`src/rtl/cruise_throttle_controller_top_defines.svh`:
```
// Assertion macros for the cruise throttle controller.
`ifndef CRUISE_THROTTLE_CONTROLLER_TOP_DEFINES_SVH
`define CRUISE_THROTTLE_CONTROLLER_TOP_DEFINES_SVH
`ifndef SYNTH
`define CTC_ASSERT(lbl, prop) \
  lbl: assert property (@(posedge clk) disable iff (rst) prop) else $error("ctc check failed");
`define CTC_ASSERT_RST(lbl, prop) \
  lbl: assert property (@(posedge clk) prop) else $error("ctc reset check failed");
`else
`define CTC_ASSERT(lbl, prop)
`define CTC_ASSERT_RST(lbl, prop)
`endif
`endif

```
`src/rtl/ctc_pkg.sv`:
```
// Types and constants shared by the cruise throttle controller.
package ctc_pkg;

  localparam int ThrW   = 7;
  localparam int StepW  = 4;
  localparam int EngW   = 10;
  localparam int SpeedW = 11;
  localparam int ErrW   = 12;
  localparam int IdxW   = 2;
  localparam int DataW  = 10;

  localparam logic [IdxW-1:0] REG_THROTTLE_MAX = 2'd0;
  localparam logic [IdxW-1:0] REG_GAS_STEP     = 2'd1;
  localparam logic [IdxW-1:0] REG_ENGAGE_SPEED = 2'd2;

  localparam logic [ThrW-1:0]  THROTTLE_MAX_RST = 7'd80;
  localparam logic [StepW-1:0] GAS_STEP_RST     = 4'd4;
  localparam logic [EngW-1:0]  ENGAGE_SPEED_RST = 10'd200;

  localparam logic signed [ErrW-1:0] ERR_HI  = 12'sd20;
  localparam logic signed [ErrW-1:0] ERR_MID = 12'sd10;
  localparam logic signed [ErrW-1:0] ERR_LO  = 12'sd4;

  localparam logic [StepW-1:0] ADJ_HI  = 4'd10;
  localparam logic [StepW-1:0] ADJ_MID = 4'd5;
  localparam logic [StepW-1:0] ADJ_LO  = 4'd1;

  typedef struct packed {
    logic                     engine_switch;
    logic                     top_gear_switch;
    logic                     gas_button;
    logic                     brake_button;
    logic                     cruise_button;
    logic signed [SpeedW-1:0] current_speed;
  } ctc_item_t;

  typedef struct packed {
    logic [ThrW-1:0]          throttle;
    logic                     engaged;
    logic signed [SpeedW-1:0] target;
  } ctc_state_t;

  typedef struct packed {
    logic [ThrW-1:0]  throttle_max;
    logic [StepW-1:0] gas_step;
    logic [EngW-1:0]  engage_speed;
  } ctc_cfg_t;

endpackage

```
`src/rtl/cruise_throttle_controller_top.sv`:
```
// A word goes through the input register, which feeds the state update directly,
// and the result register. Throughput: one word per cycle while out_stall is low.
// The output register frees the input side while a result waits to be taken.
// Reset: synchronous, active high; clears throttle, cruise flag, target and valid flags,
// and loads throttle_max 80, gas_step 4, engage_speed 200. cfg_ready is always high.
`include "cruise_throttle_controller_top_defines.svh"
module cruise_throttle_controller_top
  import ctc_pkg::*;
(
  input  logic                     clk,
  input  logic                     rst,
  input  logic                     in_valid,
  output logic                     in_stall,
  input  logic                     engine_switch,
  input  logic                     top_gear_switch,
  input  logic                     gas_button,
  input  logic                     brake_button,
  input  logic                     cruise_button,
  input  logic signed [SpeedW-1:0] current_speed,
  output logic                     out_valid,
  input  logic                     out_stall,
  output logic [ThrW-1:0]          throttle_out,
  output logic                     cruise_active,
  output logic signed [SpeedW-1:0] target_speed,
  output logic                     engine_running,
  input  logic                     cfg_valid,
  output logic                     cfg_ready,
  input  logic [IdxW-1:0]          cfg_index,
  input  logic [DataW-1:0]         cfg_data
);

  ctc_cfg_t   cfg;
  ctc_state_t state;
  ctc_state_t state_next;
  ctc_item_t  s1_item;
  logic       s1_valid;
  logic       out_ready;
  logic       adv;
  logic       step_running;

  assign cfg_ready = 1'b1;
  assign out_ready = !out_valid || !out_stall;
  assign adv       = s1_valid && out_ready;
  assign in_stall  = s1_valid && !out_ready;

  always_ff @(posedge clk) begin
    if (rst) begin
      cfg.throttle_max <= THROTTLE_MAX_RST;
      cfg.gas_step     <= GAS_STEP_RST;
      cfg.engage_speed <= ENGAGE_SPEED_RST;
    end else if (cfg_valid && cfg_ready) begin
      case (cfg_index)
        REG_THROTTLE_MAX: cfg.throttle_max <= cfg_data[ThrW-1:0];
        REG_GAS_STEP:     cfg.gas_step     <= cfg_data[StepW-1:0];
        REG_ENGAGE_SPEED: cfg.engage_speed <= cfg_data[EngW-1:0];
        default: ;
      endcase
    end
  end

  // input register
  always_ff @(posedge clk) begin
    if (rst) begin
      s1_valid <= 1'b0;
    end else if (!in_stall) begin
      s1_valid <= in_valid;
    end
  end

  always_ff @(posedge clk) begin
    if (!in_stall && in_valid) begin
      s1_item.engine_switch   <= engine_switch;
      s1_item.top_gear_switch <= top_gear_switch;
      s1_item.gas_button      <= gas_button;
      s1_item.brake_button    <= brake_button;
      s1_item.cruise_button   <= cruise_button;
      s1_item.current_speed   <= current_speed;
    end
  end

  ctc_step u_step (
    .item       (s1_item),
    .state      (state),
    .cfg        (cfg),
    .state_next (state_next),
    .running    (step_running)
  );

  always_ff @(posedge clk) begin
    if (rst) begin
      state     <= '0;
      out_valid <= 1'b0;
    end else begin
      if (adv) begin
        state <= state_next;
      end
      if (out_ready) begin
        out_valid <= s1_valid;
      end
    end
  end

  // result register
  always_ff @(posedge clk) begin
    if (adv) begin
      throttle_out   <= state_next.throttle;
      cruise_active  <= state_next.engaged;
      target_speed   <= state_next.target;
      engine_running <= step_running;
    end
  end

  `CTC_ASSERT_RST(a_rst_empty, rst |=> !out_valid && !s1_valid)
  `CTC_ASSERT(a_idle_hold, adv && !step_running |=> $stable(state))
  `CTC_ASSERT(a_tgt_clear, !state.engaged |-> state.target == '0)
  `CTC_ASSERT(a_tgt_nonneg, state.engaged |-> !state.target[SpeedW-1])
  `CTC_ASSERT(a_stall_full, in_stall |-> s1_valid && out_valid)

endmodule

```
`src/rtl/ctc_step.sv`:
```
// Next-state logic for one control period of the cruise throttle controller.
module ctc_step
  import ctc_pkg::*;
(
  input  ctc_item_t  item,
  input  ctc_state_t state,
  input  ctc_cfg_t   cfg,
  output ctc_state_t state_next,
  output logic       running
);

  logic [ThrW:0]            gas_sum;
  logic [ThrW-1:0]          thr_gas;
  logic [ThrW-1:0]          thr_brk;
  logic                     engage;
  logic                     drop;
  logic                     eng_mid;
  logic                     eng_new;
  logic signed [SpeedW-1:0] tgt_mid;
  logic signed [SpeedW-1:0] tgt_new;
  logic signed [ErrW-1:0]   err;
  logic [StepW-1:0]         adj;
  logic                     adj_up;
  logic                     adj_dn;
  logic [ThrW:0]            up_sum;
  logic [ThrW-1:0]          thr_up;
  logic [ThrW-1:0]          thr_dn;
  logic [ThrW-1:0]          thr_new;

  assign running = item.engine_switch || (item.current_speed != '0);

  assign gas_sum = {1'b0, state.throttle} + {{(ThrW+1-StepW){1'b0}}, cfg.gas_step};
  assign thr_gas = !item.gas_button ? state.throttle :
                   (gas_sum >= {1'b0, cfg.throttle_max}) ? cfg.throttle_max :
                   gas_sum[ThrW-1:0];
  assign thr_brk = item.brake_button ? '0 : thr_gas;

  assign engage  = item.cruise_button &&
                   (item.current_speed >= $signed({1'b0, cfg.engage_speed}));
  assign eng_mid = engage || state.engaged;
  assign tgt_mid = (engage && !state.engaged) ? item.current_speed : state.target;
  assign drop    = item.gas_button || item.brake_button || !item.top_gear_switch;
  assign eng_new = drop ? 1'b0 : eng_mid;
  assign tgt_new = drop ? '0 : tgt_mid;

  assign err = {item.current_speed[SpeedW-1], item.current_speed}
             - {tgt_new[SpeedW-1], tgt_new};

  always_comb begin
    adj    = '0;
    adj_up = 1'b0;
    adj_dn = 1'b0;
    if (err >= ERR_HI) begin
      adj_dn = 1'b1;
      adj    = ADJ_HI;
    end else if (err >= ERR_MID) begin
      adj_dn = 1'b1;
      adj    = ADJ_MID;
    end else if (err >= ERR_LO) begin
      adj_dn = 1'b1;
      adj    = ADJ_LO;
    end else if (err <= -ERR_HI) begin
      adj_up = 1'b1;
      adj    = ADJ_HI;
    end else if (err <= -ERR_MID) begin
      adj_up = 1'b1;
      adj    = ADJ_MID;
    end else if (err <= -ERR_LO) begin
      adj_up = 1'b1;
      adj    = ADJ_LO;
    end
  end

  assign up_sum = {1'b0, thr_brk} + {{(ThrW+1-StepW){1'b0}}, adj};
  assign thr_up = (up_sum >= {1'b0, cfg.throttle_max}) ? cfg.throttle_max
                                                        : up_sum[ThrW-1:0];
  assign thr_dn = (thr_brk <= {{(ThrW-StepW){1'b0}}, adj}) ? '0
                : thr_brk - {{(ThrW-StepW){1'b0}}, adj};

  always_comb begin
    thr_new = thr_brk;
    if (eng_new && adj_dn) begin
      thr_new = thr_dn;
    end else if (eng_new && adj_up) begin
      thr_new = thr_up;
    end
  end

  always_comb begin
    state_next = state;
    if (running) begin
      state_next.throttle = thr_new;
      state_next.engaged  = eng_new;
      state_next.target   = tgt_new;
    end
  end

endmodule

```
`config.mk`:
```
export PLATFORM = sky130hd
export DESIGN_NAME = cruise_throttle_controller_top
export DESIGN_NICKNAME = d
export VERILOG_FILES = /design/src/rtl/ctc_pkg.sv /design/src/rtl/cruise_throttle_controller_top.sv /design/src/rtl/ctc_step.sv
export VERILOG_INCLUDE_DIRS = /design/src /design/src/rtl
export SDC_FILE = /design/constraint.sdc
export NUM_CORES = 1
export LEC_CHECK = 0
export ABC_AREA = 1
export BUFFER_PORTS_ARGS = -buffer_cell sky130_fd_sc_hd__buf_2
export CAP_MARGIN = 20
export CORE_UTILIZATION = 50
export DETAILED_ROUTE_END_ITERATION = 8
export HOLD_SLACK_MARGIN = 0.05
export PLACE_DENSITY = 0.7
export SLEW_MARGIN = 20
export SYNTH_ARGS = -nofsm -noshare
export SYNTH_HDL_FRONTEND = slang
export SYNTH_SLANG_ARGS = --single-unit
```
`constraint.sdc`:
```
create_clock -name clk -period 7.49 [get_ports clk]
set_input_delay 1.1235 -clock clk [delete_from_list [all_inputs] [get_ports clk]]
set_output_delay 1.1235 -clock clk [all_outputs]
set_load 0.01 [all_outputs]
```
==> results.yml, run 1 <==
status:
  run_status: "complete, no violations"
layout:
  mostFrequentLayoutCell: "nand2_1"
  final_cell_mix: "nand2_1 (150), inv_1 (131), a21oi_1 (64), buf_2 (54), o21ai_0 (53)"
  fillers: 1019
  syn_to_final_growth_pct: 11.6
  drive_gt1_frac: 0.156
  diodes: 0
  multi_input_area_um2: 3160
  regArea_um2: 1920
  final_nets: 897
drt:
  vias: 5116
  post_drt_wl_per_cell_um: 15.5
  drtIter0Drc: 342
  drt-vias-per-instance: 5.34
  firstDrtPassIters: 5
  met1_length_um: 6820
  wl_met2_um: 7110
  wl_um: 14900
  top_layer: "met4"
  route.detailed.drc: 0
  postRouteAntennaNets: 0
  wl_met3_um: 591
sta:
  timing.hold.ws_ps: 474
  finalCritPeriodShare: 0.917
  final-hold-violation-count: 0
  maxSlewViolCount: 0
  grt_setup_unrepaired: "false"
  slew_headroom: 0.306
  min_period_ps: 6870
  setup_viol: 0
  tightest_slew_ps: 1040
  worst_slack_ps: 624
  fin_skew_ps: 14.0
  finalSetupTns_ps: 0
  max_freq_mhz: 146
flow_run:
  maxCapViolCount: 0
logic_synthesis:
  synth_edf_count: 36
  synth_cell_types: 46
  synth_flop_cell: "dfxtp_1"
  synth_nets: 843
  ys_seq_area_frac: 0.341
  syn-instance-count: 759
  avgSynthCellArea_um2: 7.42
  synth_seq_cells: 78
  syn-cell-area_um2: 5640
  async_flop_share: 0
  yosysWarnings: 0
floorplanning:
  coreArea_um2: 10900
  die_y_um: 108
  initial_core_util: 0.518
  num_rows: 38
  die_w_um: 108
  die_area_um2: 11700
  io_pins: 56
place:
  post-place-ws_ps: 218
  portBuffers: 54
  hpwlAfterDp_um: 11600
  gp_congestion: 0.919
cts:
  cts_root_buf: "clkbuf_8"
  cts.clk_slew.worst_paths_ps: 80
  numCtsBuffers: 9
  insertion_delay_ps: 380
  cts_max_level: 3
  cts-hold-fix-buffers: 0
  cts_tree: "done"
  ctsLongestPathBuffers: 2
  cts_sinks: 78
hold_path:
  min_path_type: "reg2reg"
  hold-path-endpoint: "cfg[1]"
  hp-start: "cfg[1]"
  min_path_cells: 2
worst_setup_path:
  worstPathRequired_ps: 7630
  rr_worst_depth: 46
  cpMostUsedCell: "nand2_1"
  slowest_stage: "edfxtp_1"
  reg2reg_from: "s1_item[9]"
  critPathCaptureType: "register"
  critical_path_class: "reg2reg"
  slowest_delay_ps: 480
  cp-start-kind: "register"
  crit_fanout: 21
  arrival_ps: 7000
  r2r-end: "throttle_out[6]"
  r2r_setup_slack_ps: 620
global_route:
  grt_usage: 0.275
  grt_pass1_vias: 5013
  grt_overflow: 0
  antenna_found_initial: 0
  grt_max_degree: 37
  grt_pass1_wl_um: 24600
power:
  power_density_nw_per_um2: 182
  vdd_drop_max_mv: 0.134
  leakage_nw: 3.07
-- worst max-delay path by stage --
stage | to | from | slack [ps]
2_1_floorplan | throttle_out[6] | s1_item[9] | 1320
3_3_place_gp | throttle_out[6] | s1_item[9] | 340
3_5_place_dp | throttle_out[6] | s1_item[9] | 220
4_1_cts | throttle_out[0] | s1_item[9] | 190
5_1_grt | throttle_out[1] | s1_item[9] | 30
6_report | throttle_out[6] | s1_item[9] | 620
-- where the power goes --
part | leakage [nW] | internal [W] | switching [W]
Sequential | 0.688 | 0.000472 | 0.0000197
Clock | 0.106 | 0.000177 | 0.000173
Combinational | 2.28 | 0.000108 | 0.000196
-- through the flow --
step	power (W)	instances	utilization	cell area (um^2)
finish	0.00115	958	0.577	6290
global route	0.00122	958	0.577	6290
CTS	0.00115	956	0.574	6250
detailed placement	0.000799	940	0.555	6040
global placement	0.000794	940	0.555	6040
floorplan	0.000718	759	-	5640
-- timing repair --
action                                  in CTS  in global routing
endpoints found under the setup margin       0                 14
gates resized for setup                      0                  7
setup buffers                                0                  2
-- critical path, delay by kind of cell (launching register included) --
kind	cells	cell delay [ps]
buffers and inverters	7	540
XOR/XNOR	2	480
AND/OR/NAND/NOR	25	2570
flip-flops	1	480
adder cells (fa/ha/maj)	4	1390
AO/OA/AOI/OAI	8	1190
-- layer usage --
metal  GRT usage  vias to the layer above
met4       0.113                        0
li1            -                     2606
met1       0.345                     2349
met3      0.0440                       32
met5           0                        -
met2       0.467                      129
-- final cells by class --
type / instances / area share
inverters: 137 / 0.0826
well taps: 140 / 0.0279
repair buffers: 58 / 0.0478
clock buffers: 11 / 0.0243
flip-flops and latches: 78 / 0.306
clock inverters: 5 / 0.00975
multi-input cells: 529 / 0.502
-- flip-flops by register name, indices dropped and copies added (netlist names) --
name	flops
cfg	21
state	19
s1_item	16
target_speed	11
throttle_out	7
cruise_active	1
engine_running	1
out_valid	1
s1_valid	1
-- cell usage after synthesis, types with 2 or more instances --
cell      instances  area share
nand2_1         150        0.10
inv_1           131       0.087
a21oi_1          65       0.058
o21ai_0          56       0.050
ha_1             47        0.10
nor2_1           44       0.029
dfxtp_1          42        0.15
nand3_1          39       0.035
edfxtp_1         36        0.19
o21ai_1          17       0.015
nand2_2          14       0.016
xor2_1           13       0.020
clkbuf_1         11      0.0073
nand3_2          11       0.020
o211ai_1         10       0.013
a21oi_2           7       0.011
nand4_1           7      0.0078
nor2_2            5      0.0056
nor3_1            5      0.0044
fa_1              4       0.014
inv_2             4      0.0027
nor4_1            4      0.0044
buf_2             3      0.0027
nand2_4           3      0.0060
o21bai_1          3      0.0040
or2_1             3      0.0033
xnor2_1           3      0.0047
a21o_1            2      0.0027
a31oi_1           2      0.0022
and3_1            2      0.0022
-- logic make-up (layout without fill, tap and decap cells) --
family / after synthesis / count (layout) / synth area share
AOI/OAI and AO/OA: 167 / 167 / 0.164
xor gates and xnor gates: 16 / 16 / 0.0249
adders and majority gates: 51 / 51 / 0.119
buffers and inverters: 152 / 211 / 0.103
DFF: 78 / 78 / 0.341
other: 1 / 1 / 0.000665
and+or+nand+nor: 294 / 294 / 0.247
(Power assumes the default switching activity.)
==> run 2: changes to the inputs <==
==> constraint.sdc (replaced) <==
create_clock -name clk -period 7.3 [get_ports clk]
set_input_delay 1.095 -clock clk [delete_from_list [all_inputs] [get_ports clk]]
set_output_delay 1.095 -clock clk [all_outputs]
set_load 0.01 [all_outputs]
==> results.yml, run 2 (synthesized netlist as in run 1, its figures left out) <==
status:
  run_status: "complete, no violations"
global_route:
  grt_overflow: 0
  grt_pass1_wl_um: 24100
  grt_usage: 0.270
  use_met3: 0.0488
  grt_pass1_vias: 4911
  grt_max_degree: 36
  grt_use_met1: 0.341
  antenna_found_initial: 0
  grt-busiest-layer: "met2"
  grtUsageMet2: 0.456
cts:
  cts.clk_slew.worst_paths_ps: 90
  cts_sinks: 78
  numCtsBuffers: 9
  ctsLongestPathBuffers: 2
  cts_max_level: 3
  cts_tree: "done"
  cts_root_buf: "clkbuf_8"
  insertion_delay_ps: 370
layout:
  final_cell_mix: "nand2_1 (150), inv_1 (130), a21oi_1 (61), buf_2 (54), o21ai_0 (49)"
  largestRegisters: "cfg (21), state (19), s1_item (16)"
  syn_to_final_growth_pct: 12.4
  mostFrequentLayoutCell: "nand2_1"
  final_nets: 902
  final_core_utilization: 0.582
  regMostFlops: "cfg"
  drive_gt1_frac: 0.175
  diodes: 0
  largest_reg_flops: 21
drt:
  post_drt_wl_per_cell_um: 15.2
  wl_um: 14700
  drtIter0Drc: 328
  drt-vias-per-instance: 5.34
  postRouteAntennaNets: 0
  route.detailed.drc: 0
  firstDrtPassIters: 5
  vias: 5139
worst_setup_path:
  critical_path_class: "reg2reg"
  arrival_ps: 6880
  cp.buffers_inverters: 6
  critPathCaptureType: "register"
  path_depth: 42
  r2r_setup_slack_ps: 540
  startpoint: "s1_item[3]"
  reg2reg_from: "s1_item[3]"
  cp_top_family: "simple AND/OR/NAND/NOR gates"
  r2r-end: "throttle_out[0]"
  worstPathRequired_ps: 7420
  crit_fanout: 21
  slowest_delay_ps: 520
  cpMostUsedCell: "nand2_1"
  crit_end: "throttle_out[0]"
  cp-start-kind: "register"
  rr_worst_depth: 42
  slowest_stage: "edfxtp_1"
floorplanning:
  num_rows: 38
  die_area_um2: 11700
  die_y_um: 108
  io_pins: 56
  die_w_um: 108
  initial_core_util: 0.518
  coreArea_um2: 10900
sta:
  worst_slack_ps: 541
  fin_skew_ps: 10.5
  maxSlewViolCount: 0
  final-hold-violation-count: 0
  setup_viol: 0
  slew_headroom: 0.362
  tightest_slew_ps: 956
  finalCritPeriodShare: 0.926
  timing.hold.ws_ps: 471
  min_period_ps: 6760
  max_freq_mhz: 148
hold_path:
  min_path_type: "reg2reg"
flow_run:
  maxCapViolCount: 0
power:
  p_total_w: 0.00114
  vdd_drop_max_mv: 0.199
  power_density_nw_per_um2: 180
  leakage_nw: 3.08
place:
  hpwlAfterDp_um: 11300
  post-place-ws_ps: 280
  gp_congestion: 0.966
  portBuffers: 54
[run 2: report_power, final]
group / switching, W / internal (W)
combinational: 0.000205 / 0.000117
sequential: 0.0000194 / 0.000484
clock: 0.000183 / 0.000131
total: 0.000407 / 0.000732
[run 2: repair_timing]
action / in CTS / in global routing
setup buffers: 0 / 5
endpoints found under the setup margin: 0 / 14
hold buffers: 0 / 0
resized for setup: 0 / 21
[run 2: worst min-delay path by stage]
stage,endpoint,cells after the start,startpoint
4_1_cts,cfg[4],2,cfg[4]
2_1_floorplan,cfg[2],2,cfg[2]
3_5_place_dp,cfg[12],2,cfg[12]
3_3_place_gp,cfg[12],2,cfg[12]
6_report,cfg[4],2,cfg[4]
5_1_grt,cfg[1],2,cfg[1]
[run 2: worst register-to-register path: cells and delay by family, from the launching register on]
| kind | cells | cell delay [ps] |
|---|---|---|
| buffers and inverters | 6 | 610 |
| AND/OR/NAND/NOR | 23 | 2370 |
| flip-flops | 1 | 520 |
| AO/OA/AOI/OAI | 6 | 830 |
| XOR/XNOR | 2 | 490 |
| adder cells (fa/ha/maj) | 5 | 1690 |
[run 2: stage by stage]
stage | cells | setup TNS, ps | cell area, um^2
CTS | 958 | 0 | 6240
detailed placement | 942 | 0 | 6050
finish | 963 | 0 | 6330
floorplan | 759 | 0 | 5640
global placement | 942 | 0 | 6050
global route | 963 | -68.4 | 6330
[run 2: routing by layer]
layer | routed length (um) | share of wire
met1 | 6540 | 0.45
met3 | 724 | 0.049
met4 | 410 | 0.028
met2 | 7010 | 0.48
met5 | 0 | 0
[run 2: cell type report]
cell class	instances	area, um^2
multi-input cells	529	3190
clock buffers	9	124
inverters	137	519
repair buffers	63	338
well taps	140	175
fillers	1041	4550
flip-flops and latches	78	1920
clock inverters	7	63.8
==> run 3: changes to the inputs <==
--- a/config.mk
+++ b/config.mk
@@ -13,6 +13,7 @@
 export DETAILED_ROUTE_END_ITERATION = 8
 export HOLD_SLACK_MARGIN = 0.05
 export PLACE_DENSITY = 0.7
+export REMOVE_ABC_BUFFERS = 1
 export SLEW_MARGIN = 20
 export SYNTH_ARGS = -nofsm -noshare
 export SYNTH_HDL_FRONTEND = slang
==> results.yml, run 3 (synthesized netlist as in run 1, its figures left out) <==
sta:
  final-hold-violation-count: 0
  tightest_slew_ps: 939
  fin_skew_ps: 15.0
  finalSetupTns_ps: 0
  maxSlewViolCount: 0
  slew_headroom: 0.373
  max_freq_mhz: 148
  setup_viol: 0
  finalCritPeriodShare: 0.926
  min_period_ps: 6760
worst_setup_path:
  cp-start-kind: "register"
  cpMostUsedCell: "nand2_1"
  worstPathRequired_ps: 7450
  critical_path_class: "reg2reg"
  slowest_stage: "edfxtp_1"
  crit_fanout: 16
  critPathCaptureType: "register"
  cp.buffers_inverters: 5
  arrival_ps: 6910
  cp_top_family: "simple AND/OR/NAND/NOR gates"
  slowest_delay_ps: 530
place:
  gp_congestion: 0.975
  placed_area_um2: 6030
  hpwlAfterDp_um: 11000
  portBuffers: 54
layout:
  final_nets: 911
  largest_reg_flops: 21
  syn_to_final_growth_pct: 14.4
  drive_gt1_frac: 0.188
  finalInstanceArea_um2: 6440
  mostFrequentLayoutCell: "nand2_1"
  regMostFlops: "cfg"
  largestRegisters: "cfg (21), state (19), s1_item (16)"
  diodes: 0
  final_cell_mix: "nand2_1 (147), inv_1 (129), a21oi_1 (62), buf_2 (54), o21ai_0 (47)"
power:
  power_density_nw_per_um2: 182
  p_seq_frac: 0.428
  power.switching_w: 0.000416
  power_frac_clock: 0.289
  p_int_w: 0.000759
  vdd_drop_max_mv: 0.193
  combinationalPowerShare: 0.283
  swShare: 0.354
  leakage_nw: 3.14
drt:
  drt-vias-per-instance: 5.35
  vias: 5199
  firstDrtPassIters: 4
  drtIter0Drc: 200
  route.detailed.drc: 0
  post_drt_wl_per_cell_um: 14.9
  wl_um: 14500
  postRouteAntennaNets: 0
floorplanning:
  die_w_um: 108
  initial_core_util: 0.518
  num_rows: 38
  coreArea_um2: 10900
  io_pins: 56
  die_area_um2: 11700
  die_y_um: 108
global_route:
  antenna_found_initial: 0
  grt_pass1_wl_um: 23400
  grt_max_degree: 37
  grt_usage: 0.262
  grt_pass1_vias: 4988
  grt_overflow: 0
cts:
  cts_tree: "done"
  insertion_delay_ps: 390
  cts_root_buf: "clkbuf_8"
  cts-hold-fix-buffers: 0
  cts.clk_slew.worst_paths_ps: 100
  cts_max_level: 3
  ctsLongestPathBuffers: 2
  numCtsBuffers: 9
  cts_sinks: 78
hold_path:
  min_path_type: "reg2reg"
flow_run:
  maxCapViolCount: 0
status:
  run_status: "complete, no violations"
## run 3: routing by layer
metal | vias up | global-route usage | part of all wire
met2 | 145 | 0.446 | 0.49
met1 | 2375 | 0.307 | 0.42
met3 | 48 | 0.0506 | 0.050
li1 | 2631 | - | -
met5 | - | 0 | 0
met4 | 0 | 0.150 | 0.042
## run 3: path summary, 6_finish.rpt
kind | start | end | slack [ps] | cells past startpoint
hold reg to reg | cfg[4] | cfg[4] | 470 | 2
setup / recovery | s1_item[7] | throttle_out[4] | 540 | 43
setup reg to reg | s1_item[7] | throttle_out[4] | 540 | 43
hold / removal | cfg[4] | cfg[4] | 470 | 2
## run 3: through the flow
stage	power [W]	hold slack [ps]	worst slack [ps]	util	instances
finish	0.00117	471	539	0.592	972
global route	0.00124	498	-57.0	0.592	972
CTS	0.00115	477	62.4	0.572	955
detailed placement	0.000816	464	112	0.554	939
global placement	0.000809	454	269	0.554	939
floorplan	0.000734	435	825	-	744
## run 3: final cells by class
| cell class | instances | area (um^2) |
|---|---|---|
| Multi-Input combinational cell | 529 | 3210 |
| Inverter | 137 | 519 |
| Fill cell | 974 | 4440 |
| Timing Repair Buffer | 72 | 422 |
| Sequential cell | 78 | 1920 |
| Clock buffer | 10 | 149 |
| Clock inverter | 6 | 48.8 |
| Tap cell | 140 | 175 |
## run 3: repair_timing
action	in CTS	in global routing
setup endpoints to repair	0	14
gates resized for setup	0	27
buffers inserted	0	16
## run 3: power by group through the flow
| stage | logic [W] | registers, W | clock network, W |
|---|---|---|---|
| final | 0.000332 | 0.000503 | 0.000340 |
| after global routing | 0.000375 | 0.000506 | 0.000363 |
| after detailed placement | 0.000304 | 0.000512 | 0 |
| after global placement | 0.000297 | 0.000512 | 0 |
| after floorplan | 0.000225 | 0.000509 | 0 |
| after CTS | 0.000306 | 0.000502 | 0.000344 |
## run 3: tightest hold or removal path: cells and delay by family (launching register included)
kind / cells / cell delay, ps
AO/OA/AOI/OAI: 1 / 60
buffers and inverters: 1 / 60
flip-flops: 1 / 310
